$ cat src/hdl/rst_pkg.sv
package rst_pkg;

    localparam int CAPACITY_DEF = 16;
    localparam int DATA_W       = 32;
    localparam int RAND_W       = 31;
    localparam int KIND_W       = 2;
    localparam int STATUS_W     = 2;
    localparam int COUNT_OUT_W  = 5;

    // operation codes
    localparam logic [KIND_W-1:0] KIND_INSERT = 2'd0;
    localparam logic [KIND_W-1:0] KIND_REMOVE = 2'd1;
    localparam logic [KIND_W-1:0] KIND_PICK   = 2'd2;

    // result status codes
    localparam logic [STATUS_W-1:0] STATUS_OK    = 2'd0;
    localparam logic [STATUS_W-1:0] STATUS_NOP   = 2'd1;
    localparam logic [STATUS_W-1:0] STATUS_FULL  = 2'd2;
    localparam logic [STATUS_W-1:0] STATUS_EMPTY = 2'd3;

    typedef enum logic [3:0] {
        S_IDLE,
        S_SEARCH,
        S_PREP,
        S_SHIFT_UP,
        S_PUT,
        S_SHIFT_DN,
        S_DIV,
        S_PICK,
        S_DONE
    } t_state;

endpackage

$ cat src/hdl/rst_mod.sv
module rst_mod #(
    parameter int CNT_W = 5
) (
    input  logic                      i_clk,
    input  logic                      i_rst_n,
    input  logic                      i_start,
    input  logic [rst_pkg::RAND_W-1:0] i_dividend,
    input  logic [CNT_W-1:0]          i_divisor,
    output logic                      o_done,
    output logic [CNT_W-1:0]          o_remainder
);

    localparam int STEP_W = $clog2(rst_pkg::RAND_W);

    logic                       r_busy;
    logic                       r_done;
    logic [STEP_W-1:0]          r_step;
    logic [rst_pkg::RAND_W-1:0] r_dvd;
    logic [CNT_W-1:0]           r_rem;
    logic [CNT_W:0]             trial;
    logic [CNT_W-1:0]           n_rem;

    // restoring remainder, one dividend bit per cycle
    always_comb begin
        trial = {r_rem, r_dvd[rst_pkg::RAND_W-1]};
        if (trial >= {1'b0, i_divisor}) begin
            n_rem = CNT_W'(trial - {1'b0, i_divisor});
        end else begin
            n_rem = CNT_W'(trial);
        end
    end

    always_ff @(posedge i_clk) begin
        if (!i_rst_n) begin
            r_busy <= 1'b0;
            r_done <= 1'b0;
            r_step <= '0;
        end else begin
            r_done <= 1'b0;
            if (i_start) begin
                r_busy <= 1'b1;
                r_step <= '0;
            end else if (r_busy) begin
                r_step <= r_step + 1'b1;
                if (r_step == STEP_W'(rst_pkg::RAND_W - 1)) begin
                    r_busy <= 1'b0;
                    r_done <= 1'b1;
                end
            end
        end
    end

    always_ff @(posedge i_clk) begin
        if (i_start) begin
            r_dvd <= i_dividend;
            r_rem <= '0;
        end else if (r_busy) begin
            r_dvd <= {r_dvd[rst_pkg::RAND_W-2:0], 1'b0};
            r_rem <= n_rem;
        end
    end

    assign o_done      = r_done;
    assign o_remainder = r_rem;

endmodule

$ cat src/hdl/randomized_set_table_unit.sv
// sorted set of distinct signed 32-bit values, one request at a time
// insert/remove: run time depends on N (N = entries held), set by the
//   linear search and the one-entry-per-cycle shift through the store
// pick: the bit-serial remainder unit, then a store read; empty pick and unused kind go straight to the strobe
// busy drops with the strobe, and a new request can be accepted in that same cycle; strobe cannot be held off
// synchronous active-low reset empties the set; store contents are not cleared
module randomized_set_table_unit #(
    parameter int CAPACITY = rst_pkg::CAPACITY_DEF
) (
    input  logic                          i_clk,
    input  logic                          i_rst_n,
    input  logic                          start,
    output logic                          busy,
    input  logic [rst_pkg::KIND_W-1:0]    i_kind,
    input  logic signed [rst_pkg::DATA_W-1:0] i_value,
    input  logic [rst_pkg::RAND_W-1:0]    i_random_word,
    output logic                          o_strobe,
    output logic [rst_pkg::STATUS_W-1:0]  o_status,
    output logic signed [rst_pkg::DATA_W-1:0] o_picked_value,
    output logic [rst_pkg::COUNT_OUT_W-1:0] o_entry_count
);

    // count needs to hold CAPACITY itself, addresses only CAPACITY-1
    localparam int CW = $clog2(CAPACITY + 1);
    localparam int AW = (CAPACITY > 1) ? $clog2(CAPACITY) : 1;

    // sequencer state
    rst_pkg::t_state r_state, n_state;

    // request and working registers
    logic [rst_pkg::KIND_W-1:0]   r_kind, n_kind;
    logic [rst_pkg::DATA_W-1:0]   r_value, n_value;
    logic [CW-1:0]                r_idx, n_idx;
    logic [CW-1:0]                r_pos, n_pos;
    logic [CW-1:0]                r_count, n_count;
    logic [rst_pkg::STATUS_W-1:0] r_status, n_status;
    logic [rst_pkg::DATA_W-1:0]   r_picked, n_picked;

    // result registers
    logic                          r_strobe, n_strobe;
    logic [rst_pkg::STATUS_W-1:0]  r_o_status;
    logic [rst_pkg::DATA_W-1:0]    r_o_picked;
    logic [CW-1:0]                 r_o_count;

    // store: one write port, one registered read port
    logic [rst_pkg::DATA_W-1:0] mem [CAPACITY];
    logic [rst_pkg::DATA_W-1:0] r_rdata;
    logic [CW-1:0]              rd_addr;
    logic                       rd_ok;
    logic                       mem_we;
    logic [CW-1:0]              mem_wa;
    logic [rst_pkg::DATA_W-1:0] mem_wd;

    // remainder unit
    logic          div_start;
    logic          div_done;
    logic [CW-1:0] div_rem;

    logic accept;
    logic at_end;
    logic is_eq;
    logic is_gt;
    logic [CW:0] idx_plus1;
    logic [CW:0] idx_plus2;

    assign accept = start && !busy;
    assign busy   = (r_state != rst_pkg::S_IDLE);

    // entry compare during the search walk
    assign at_end    = (r_idx >= r_count);
    assign is_eq     = (r_rdata == r_value);
    assign is_gt     = ($signed(r_rdata) > $signed(r_value));
    assign idx_plus1 = {1'b0, r_idx} + 1'b1;
    assign idx_plus2 = {1'b0, r_idx} + 2'd2;

    // the divider loads its dividend at the accept edge, straight from the request
    rst_mod #(
        .CNT_W (CW)
    ) u_mod (
        .i_clk       (i_clk),
        .i_rst_n     (i_rst_n),
        .i_start     (div_start),
        .i_dividend  (i_random_word),
        .i_divisor   (r_count),
        .o_done      (div_done),
        .o_remainder (div_rem)
    );

    // next state
    always_comb begin
        n_state = r_state;
        unique case (r_state)
            rst_pkg::S_IDLE: begin
                if (accept) begin
                    if (i_kind == rst_pkg::KIND_INSERT || i_kind == rst_pkg::KIND_REMOVE) begin
                        n_state = rst_pkg::S_SEARCH;
                    end else if (i_kind == rst_pkg::KIND_PICK && r_count != '0) begin
                        n_state = rst_pkg::S_DIV;
                    end else begin
                        n_state = rst_pkg::S_DONE;
                    end
                end
            end
            rst_pkg::S_SEARCH: begin
                if (at_end || is_gt) begin
                    // value absent
                    if (r_kind == rst_pkg::KIND_INSERT && r_count < CW'(CAPACITY)) begin
                        n_state = rst_pkg::S_PREP;
                    end else begin
                        n_state = rst_pkg::S_DONE;
                    end
                end else if (is_eq) begin
                    if (r_kind == rst_pkg::KIND_REMOVE && idx_plus1 < {1'b0, r_count}) begin
                        n_state = rst_pkg::S_SHIFT_DN;
                    end else begin
                        n_state = rst_pkg::S_DONE;
                    end
                end
            end
            rst_pkg::S_PREP: begin
                if (r_count > r_pos) begin
                    n_state = rst_pkg::S_SHIFT_UP;
                end else begin
                    n_state = rst_pkg::S_PUT;
                end
            end
            rst_pkg::S_SHIFT_UP: begin
                if (r_idx - 1'b1 == r_pos) begin
                    n_state = rst_pkg::S_PUT;
                end
            end
            rst_pkg::S_PUT: n_state = rst_pkg::S_DONE;
            rst_pkg::S_SHIFT_DN: begin
                if (idx_plus2 >= {1'b0, r_count}) begin
                    n_state = rst_pkg::S_DONE;
                end
            end
            rst_pkg::S_DIV: begin
                if (div_done) begin
                    n_state = rst_pkg::S_PICK;
                end
            end
            rst_pkg::S_PICK: n_state = rst_pkg::S_DONE;
            rst_pkg::S_DONE: n_state = rst_pkg::S_IDLE;
            default:         n_state = rst_pkg::S_IDLE;
        endcase
    end

    // datapath and store controls
    always_comb begin
        n_kind    = r_kind;
        n_value   = r_value;
        n_idx     = r_idx;
        n_pos     = r_pos;
        n_count   = r_count;
        n_status  = r_status;
        n_picked  = r_picked;
        n_strobe  = 1'b0;
        rd_addr   = '0;
        mem_we    = 1'b0;
        mem_wa    = r_idx;
        mem_wd    = r_rdata;
        div_start = 1'b0;
        unique case (r_state)
            rst_pkg::S_IDLE: begin
                // entry 0 is always on the read port so the search starts at once
                rd_addr = '0;
                if (accept) begin
                    n_kind   = i_kind;
                    n_value  = i_value;
                    n_idx    = '0;
                    n_status = rst_pkg::STATUS_OK;
                    n_picked = '0;
                    if (i_kind == rst_pkg::KIND_PICK) begin
                        if (r_count == '0) begin
                            n_status = rst_pkg::STATUS_EMPTY;
                        end else begin
                            div_start = 1'b1;
                        end
                    end
                end
            end
            rst_pkg::S_SEARCH: begin
                // prefetch the next entry while comparing this one
                rd_addr = CW'(idx_plus1);
                n_pos   = r_idx;
                if (at_end || is_gt) begin
                    if (r_kind == rst_pkg::KIND_REMOVE) begin
                        n_status = rst_pkg::STATUS_NOP;
                    end else if (r_count >= CW'(CAPACITY)) begin
                        n_status = rst_pkg::STATUS_FULL;
                    end
                end else if (is_eq) begin
                    if (r_kind == rst_pkg::KIND_INSERT) begin
                        n_status = rst_pkg::STATUS_NOP;
                    end else if (idx_plus1 >= {1'b0, r_count}) begin
                        // last entry removed, nothing to close up
                        n_count = r_count - 1'b1;
                    end
                end else begin
                    n_idx = CW'(idx_plus1);
                end
            end
            rst_pkg::S_PREP: begin
                // fetch the top entry, first to move up
                rd_addr = r_count - 1'b1;
                n_idx   = r_count;
            end
            rst_pkg::S_SHIFT_UP: begin
                mem_we  = 1'b1;
                mem_wa  = r_idx;
                mem_wd  = r_rdata;
                rd_addr = r_idx - 2'd2;
                n_idx   = r_idx - 1'b1;
            end
            rst_pkg::S_PUT: begin
                mem_we  = 1'b1;
                mem_wa  = r_pos;
                mem_wd  = r_value;
                n_count = r_count + 1'b1;
            end
            rst_pkg::S_SHIFT_DN: begin
                mem_we  = 1'b1;
                mem_wa  = r_idx;
                mem_wd  = r_rdata;
                rd_addr = CW'(idx_plus2);
                n_idx   = CW'(idx_plus1);
                if (idx_plus2 >= {1'b0, r_count}) begin
                    n_count = r_count - 1'b1;
                end
            end
            rst_pkg::S_DIV: begin
                // remainder is the rank, read it as soon as it is ready
                rd_addr = div_rem;
            end
            rst_pkg::S_PICK: begin
                n_picked = r_rdata;
            end
            rst_pkg::S_DONE: begin
                n_strobe = 1'b1;
            end
            default: begin
                n_strobe = 1'b0;
            end
        endcase
    end

    // reads beyond the store are dropped, their data is never used
    assign rd_ok = (rd_addr < CW'(CAPACITY));

    always_ff @(posedge i_clk) begin
        if (mem_we) begin
            mem[mem_wa[AW-1:0]] <= mem_wd;
        end
        if (rd_ok) begin
            r_rdata <= mem[rd_addr[AW-1:0]];
        end
    end

    // control state
    always_ff @(posedge i_clk) begin
        if (!i_rst_n) begin
            r_state  <= rst_pkg::S_IDLE;
            r_count  <= '0;
            r_strobe <= 1'b0;
        end else begin
            r_state  <= n_state;
            r_count  <= n_count;
            r_strobe <= n_strobe;
        end
    end

    // payload
    always_ff @(posedge i_clk) begin
        r_kind   <= n_kind;
        r_value  <= n_value;
        r_idx    <= n_idx;
        r_pos    <= n_pos;
        r_status <= n_status;
        r_picked <= n_picked;
        if (n_strobe) begin
            r_o_status <= r_status;
            r_o_picked <= r_picked;
            r_o_count  <= r_count;
        end
    end

    assign o_strobe       = r_strobe;
    assign o_status       = r_o_status;
    assign o_picked_value = r_o_picked;
    assign o_entry_count  = rst_pkg::COUNT_OUT_W'(r_o_count);

    // a request keeps the block busy until its result is out
    a_accept_busy: assert property (@(posedge i_clk) disable iff (!i_rst_n)
        accept |=> busy)
        else $error("request accepted but block not busy");

    // count never exceeds the store size
    a_count_range: assert property (@(posedge i_clk) disable iff (!i_rst_n)
        r_count <= CW'(CAPACITY))
        else $error("entry count above capacity");

    // full is reported only with the store at capacity
    a_full_count: assert property (@(posedge i_clk) disable iff (!i_rst_n)
        (o_strobe && o_status == rst_pkg::STATUS_FULL)
            |-> (r_o_count == CW'(CAPACITY)))
        else $error("full status with store not full");

    // empty pick gives zero value and zero count
    a_empty_pick: assert property (@(posedge i_clk) disable iff (!i_rst_n)
        (o_strobe && o_status == rst_pkg::STATUS_EMPTY)
            |-> (o_picked_value == '0 && r_o_count == '0))
        else $error("empty status with nonzero value or count");

    // a result appears only when the sequencer has just finished
    a_strobe_done: assert property (@(posedge i_clk) disable iff (!i_rst_n)
        o_strobe |-> $past(r_state == rst_pkg::S_DONE))
        else $error("result strobe without finished request");

endmodule

$ cat config.mk
export PLATFORM = sky130hd
export DESIGN_NAME = randomized_set_table_unit
export DESIGN_NICKNAME = d
export VERILOG_FILES = /design/src/hdl/rst_pkg.sv /design/src/hdl/rst_mod.sv /design/src/hdl/randomized_set_table_unit.sv
export SDC_FILE = /design/constraint.sdc
export NUM_CORES = 1
export LEC_CHECK = 0
export BUFFER_PORTS_ARGS = -buffer_cell sky130_fd_sc_hd__clkbuf_2
export CORE_MARGIN = 5
export CORE_UTILIZATION = 55
export DETAILED_ROUTE_END_ITERATION = 6
export HOLD_SLACK_MARGIN = 0.12
export PLACE_DENSITY_LB_ADDON = 0.3
export SLEW_MARGIN = 10
export SYNTH_ARGS = -nofsm -noshare
export SYNTH_HDL_FRONTEND = slang
export SYNTH_SLANG_ARGS = --single-unit
export TNS_END_PERCENT = 1
$ cat constraint.sdc
create_clock -name i_clk -period 8.7 [get_ports i_clk]
set_input_delay 0.87 -clock i_clk [delete_from_list [all_inputs] [get_ports i_clk]]
set_output_delay 0.87 -clock i_clk [all_outputs]
set_load 0.05 [all_outputs]
Yosys cells after proc, flatten, opt, wreduce, memory -nomap -nowiden
Memory sizes are Yosys's and may differ from the RTL's. A register that Yosys moved wholly into a read port is not among the register bits.
Cells that the tools add are included.
- register bits: 170
- output and inout port bits: 41
- memories kept: 1
- memory bits (writable): 512
- memories (memory ; depth ; width ; read ports ; clocked after memory_dff ; wr ports ; RTL line ; RTL):
    mem ; 16 ; 32 ; 1 ; 1 ; 1 ; randomized_set_table_unit.sv:46 ; logic [rst_pkg::DATA_W-1:0] mem [CAPACITY];
- muxes and demuxes: 51
- order comparisons: 10
- add/subtract/negate cells: 8
- reduce and logical (&&, ||, !) cells: 28
- bitwise gates (word level): 2
- eq/ne operators: 26
- operator list (cell ; number):
    32-bit 2-to-1 mux ; 2
    32-bit one-hot mux with 2 select lines ; 1
    31-bit 2-to-1 mux ; 2
    5-bit one-hot mux with 5 select lines ; 2
    5-bit 2-to-1 mux ; 9
    4-bit 2-to-1 mux ; 11
    32-bit equality test ; 1
    32-bit greater-than comparator ; 1
    4-bit one-hot mux with 7 select lines ; 1
    6-bit by 5-bit greater-or-equal comparator with 1-bit output ; 3
    4-bit by 3-bit equality test with 1-bit output (second input constant) ; 4
    2-bit 2-to-1 mux ; 8
    2-bit inequality test (second input constant) ; 8
    5-bit one-hot mux with 3 select lines ; 1
    1-bit 2-to-1 mux ; 12
    5-bit by 1-bit adder with 5-bit output (second input constant) ; 2
    5-bit less-than comparator (second input constant) ; 2
    5-bit AND reduction ; 2
    5-bit nonzero test ; 2
    5-bit by 1-bit subtractor with 5-bit output (second input constant) ; 2
    4-bit by 2-bit equality test with 1-bit output (second input constant) ; 2
    5-bit by 1-bit adder with 6-bit output (second input constant) ; 1
    5-bit by 2-bit adder with 6-bit output (second input constant) ; 1
    6-bit by 5-bit less-than comparator with 1-bit output ; 1
    31 further kinds ; 44

Logic depth before layout (Yosys ltp)
- word-level depth: 7
- depth in mapped cells: 13

Cells and area by module
Synthesis repeated with hierarchy kept, for this count alone.
- cells, all modules: 2179
- area total of the unflattened synthesis: 30101.4 µm²
- by module, submodules not included (module ; area an instance (µm²) ; instances ; cells each ; sequential area each (µm²)):
    randomized_set_table_unit ; 28107.0 ; 1 ; 2037 ; 20049.2
    rst_mod ; 1994.4 ; 1 ; 142 ; 1171.1

Least setup slack after synthesis
Ideal clock, no wire load.
- path type: reg-to-reg
- start point: reg r_state[1]
- end point: mem mem[3][0] (netlist name), enable pin
- period minus slack after synthesis: 3.530 ns
- stages on the path, launching flop included: 8
- path buffers: 3
- required time: 8.279 ns
- arrival time: 3.109 ns
- path slack: 5.170 ns
- cells stage by stage: dfxtp_1 buf_2 clkbuf_1 nor4_1 clkbuf_1 nand3_1 o21a_1 nor2_1
- word-level cells in the longest chain between the ends: 5
- elaborated cells on any way between the ends: 8
- those cells by class: 3 x eq/ne; 4 x mux; 1 x reduce/logical
- ends and longest elaborated chain (element ; RTL line ; RTL):
    start: declaration ; randomized_set_table_unit.sv:28 ; rst_pkg::t_state r_state, n_state;
    start signal: assignment ; randomized_set_table_unit.sv:263 ; r_state <= rst_pkg::S_IDLE;
    start signal: assignment ; randomized_set_table_unit.sv:267 ; r_state <= n_state;
    4-bit by 3-bit equality test with 1-bit output / 4-bit by 2-bit equality test with 1-bit output (equally long branches) ; randomized_set_table_unit.sv:164 ; unique case (r_state)
    3-bit OR reduction (no source line) ; n/a ;
    1-bit 2-to-1 mux ; randomized_set_table_unit.sv:164 ;
    1-bit 2-to-1 mux ; randomized_set_table_unit.sv:252 ; if (mem_we) begin
    1-bit 2-to-1 mux (not written as such) ; randomized_set_table_unit.sv:253 ; mem[mem_wa[AW-1:0]] <= mem_wd;
    end: declaration ; randomized_set_table_unit.sv:46 ;
Several ways; a longest one is shown, not always the timed one.

Worst setup path after layout
- start point: reg r_state[0]
- end point: reg r_rdata[30] (netlist name) (read register of mem) (data pin)
- word-level cells in the longest chain between the ends: 3
- elaborated cells on any way between the ends: 7
- those cells by class: 1 x order compare; 5 x eq/ne; 1 x mux
- ends and longest elaborated chain (element ; RTL line ; RTL):
    4-bit by 3-bit equality test with 1-bit output, or another cell as far along ; randomized_set_table_unit.sv:164 ;
    5-bit one-hot mux with 5 select lines * ; randomized_set_table_unit.sv:164 ;
    5-bit less-than comparator ; randomized_set_table_unit.sv:249 ; assign rd_ok = (rd_addr < CW'(CAPACITY));
    end: declaration ; randomized_set_table_unit.sv:47 ; logic [rst_pkg::DATA_W-1:0] r_rdata;
Mark *: on every way between the ends. The rest lies on a longest branch, timed or not.
A chain may end at the register's enable or synchronous reset.

==> metrics.cfg <==
[drt]
num_vias=18600
wire_per_inst_um=22.6
wl_um=69200
firstDrtPassIters=5
drt_iter0_markers=1615
drcViolationCount=0
vias_per_cell=6.07
antenna_left=0

[synth]
ys_warn_count=0
synth_fp_nets=2349
ys_seq_area_frac=0.711
synth_area_um2=29800
avgSynthCellArea_um2=13.5
yosys.area_share.adder=0.0279
synth-edff-count=692
ys_seq_elements=714
synthSimpleGateAreaFrac=0.110
synth_cell_types=61
synth_top_family_by_area=compound AO/OA/AOI/OAI gates
synthXorXnorAreaFrac=0.00767
synth_cells=2215
synthMuxAreaShare=0.00302
synth_async_sr_flop_share=0
synthFlopType=edfxtp_1
synth_compound_gate_area_share=0.115

[sta]
fin_ws_ns=4.44
setup_viol=0
finalCritPeriodShare=0.490
whs_ns=0.417
tightest_slew_ns=1.28
clock.fmax_mhz=235
finalHoldViolCount=0
slew_violations=0
rsz0062_at_grt=false
finalSetupTns_ns=0
finalCriticalPeriod_ns=4.26
clock_skew_ns=0.0228
maxSlewHeadroom=0.148

[clock_tree]
post-cts-setup-buffers=0
htreeDepth=3
numCtsBuffers=72
cts_resized=0
cts_sinks=714
cts_tree=built
clk_pin_slew_worst_paths_ns=0.06
cts-root-buf=clkbuf_16
clock_path_buffers=3
clock_latency_ns=0.60
cts_hold_buf=0

[worst_setup_path]
cp-end-kind=flip-flop
reg2reg_from=r_state[0]$_SDFFE_PN0P_
path_cells=nor2b_1 > nand2_1 > inv_1 > a22oi_1 > o211ai_1 > buf_4 > buf_4 > a311oi_1 > a211oi_1 > a21oi_1
arrival_ns=4.52
worstSetupEndpoint=r_rdata[30]$_DFFE_PN_
crit_family=buffers and inverters
crit_path_frequent_cell=buf_4
rr_endpoint=r_rdata[30]$_DFFE_PN_
path_max_fanout=71
required_ns=8.96
cp-startpoint=r_state[0]$_SDFFE_PN0P_
reg2reg_setup_slack_ns=4.44
worst_setup_path_start_kind=flip-flop
worstSetupPathType=flip-flop to flip-flop
slowest_delay_ns=0.72
reg2regPathDepth=10
path_buf_inv=3
cp_num_cells=10
slowest_stage=buf_4

[cells_and_area]
drive_above_1_share=0.132
fill_cells=3905
design_area_um2=33700
fin_util=0.627
diodes=0
final_cells=3067
final_nets=2454
area_delta_synth_final_pct=13.0

[placement]
dpl_worst_slack_ns=4.54
dpl-instance-area_um2=31400
dp_hpwl_um=37400
place_congestion=0.912
io_buffer_count=108
placed_cells=2942

[global_routing]
overflow=0
grt_max_degree=257
grt_pass1_vias=18200
antenna_found_initial=1
grt_pass1_wl_um=105000
grt_use_total=0.230

[floorplan]
rows=85
start_util=0.555
die_w_um=243
boundaryPins=109
dieArea_um2=59000
core-area_um2=53800
die-height_um=243

[pwr]
p_leak_nw=11.7
power_mw=12.9
cellPowerDensity_nw_per_um2=381
ir_drop_mv=0.430

[outcome]
status=complete, no violations

[flow_run]
timing.max_cap.violations=0

[worst_hold_path]
hold_path_class=flip-flop to flip-flop

==> power by group <==
part	switching, mW	total [mW]	internal (mW)
logic	3.20	4.61	1.41
clock network	1.27	3.05	1.78
registers	0.249	5.19	4.94
total	4.72	12.9	8.13
==> worst reg2reg max path: stages, from the launching register on <==
cell and delay (ns):
dfxtp_1 0.63, nor2b_1 0.23, nand2_1 0.19, inv_1 0.54, a22oi_1 0.20, o211ai_1 0.13
buf_4 0.72, buf_4 0.75, a311oi_1 0.14, a211oi_1 0.28, a21oi_1 0.13
==> layout by cell type, fill, tap and decap left out, drive strengths merged, types with 3 or more instances in the layout <==
| cell type | n |
|---|---|
| buf | 61 |
| or2 | 5 |
| a221oi | 6 |
| clkinv | 26 |
| nand2 | 403 |
| a211oi | 171 |
| a21oi | 91 |
| bufinv | 8 |
| a31oi | 71 |
| clkinvlp | 4 |
| dfxtp | 22 |
| xor2 | 11 |
| mux2i | 9 |
| and3 | 5 |
| inv | 62 |
| xnor2 | 10 |
| nor3 | 18 |
| nand3 | 10 |
| ha | 65 |
| or3 | 3 |
| nor4 | 3 |
| nor2b | 9 |
| o21a | 4 |
| a21o | 5 |
| a21boi | 3 |
| nand4 | 11 |
| clkbuf | 191 |
| o22ai | 6 |
| a22oi | 6 |
| nand2b | 5 |
| a311oi | 65 |
| o21ai | 50 |
| edfxtp | 692 |
| and2 | 165 |
| o221ai | 4 |
| nor2 | 57 |
| o21bai | 4 |
==> metal layers <==
metal  part of all wire  global-route usage  wire (µm)  vias up
li1                   -                   -          -     8552
met1               0.40               0.302      27700     9213
met2               0.49               0.386      34100      696
met3              0.075              0.0459       5180      159
met4              0.032              0.0831       2230        2
met5            0.00019                   0         13        -
==> synthesized netlist by cell type, drive strengths merged, types with 6 or more instances <==
master	n	area (µm²)
clkbuf	120	450
buf	18	90.1
ha	65	813
nand4	11	68.8
and2	165	1030
a21oi	91	455
a221oi	6	52.6
o22ai	6	37.5
a22oi	6	45.0
nor2b	9	56.3
a211oi	171	1280
edfxtp	692	20800
xnor2	10	87.6
a311oi	65	576
dfxtp	22	440
nor3	18	90.1
inv	57	214
o21ai	50	250
xor2	11	96.3
nor2	57	214
nand2	403	1510
a31oi	71	444
mux2i	9	90.1
nand3	10	50.1
==> how the worst min path moves through the flow <==
stage / start / to / slack (ns) / cells after the start
global route: r_picked[4]$_SDFFCE_PN0P_ / o_picked_value[4]$_DFFE_PP_ / 0.42 / 0
global placement: r_picked[1]$_SDFFCE_PN0P_ / o_picked_value[1]$_DFFE_PP_ / 0.40 / 0
detailed placement: r_picked[29]$_SDFFCE_PN0P_ / o_picked_value[29]$_DFFE_PP_ / 0.40 / 0
finish: r_picked[22]$_SDFFCE_PN0P_ / o_picked_value[22]$_DFFE_PP_ / 0.42 / 0
floorplan: r_picked[0]$_SDFFCE_PN0P_ / o_picked_value[0]$_DFFE_PP_ / 0.40 / 0
CTS: r_picked[29]$_SDFFCE_PN0P_ / o_picked_value[29]$_DFFE_PP_ / 0.42 / 0
==> area by class of cell <==
type | instances | area, µm² | area share
tap | 696 | 871 | 0.0258
inverter | 58 | 218 | 0.00646
multi-input combinational | 1305 | 8050 | 0.239
sequential | 714 | 21200 | 0.629
clock inverter | 42 | 453 | 0.0134
timing repair buffer | 169 | 1040 | 0.0307
clock buffer | 83 | 1860 | 0.0553
==> registers in the layout, summed over array words and instances (netlist names), 2 cells and up <==
signal and cells:
r_rdata 32, r_pos 5, r_kind 2, o_status 2, r_idx 5, u_mod.r_dvd 31, mem 512, r_state 4
o_entry_count 5, o_picked_value 32, u_mod.r_step 5, r_value 32, r_picked 32, r_status 2, u_mod.o_remainder 5, r_count 5
==> cells by family (layout without fill, tap and decap cells) <==
kind of cell	count (synthesis)	in the layout
flip-flops	714	714
AND/OR/NAND/NOR	706	706
AO/OA/AOI/OAI	501	501
buffers and inverters	196	352
adder cells (fa/ha/maj)	66	66
XOR/XNOR	23	23
multiplexers	9	9
Note: power is estimated with default switching activity, not from simulation.
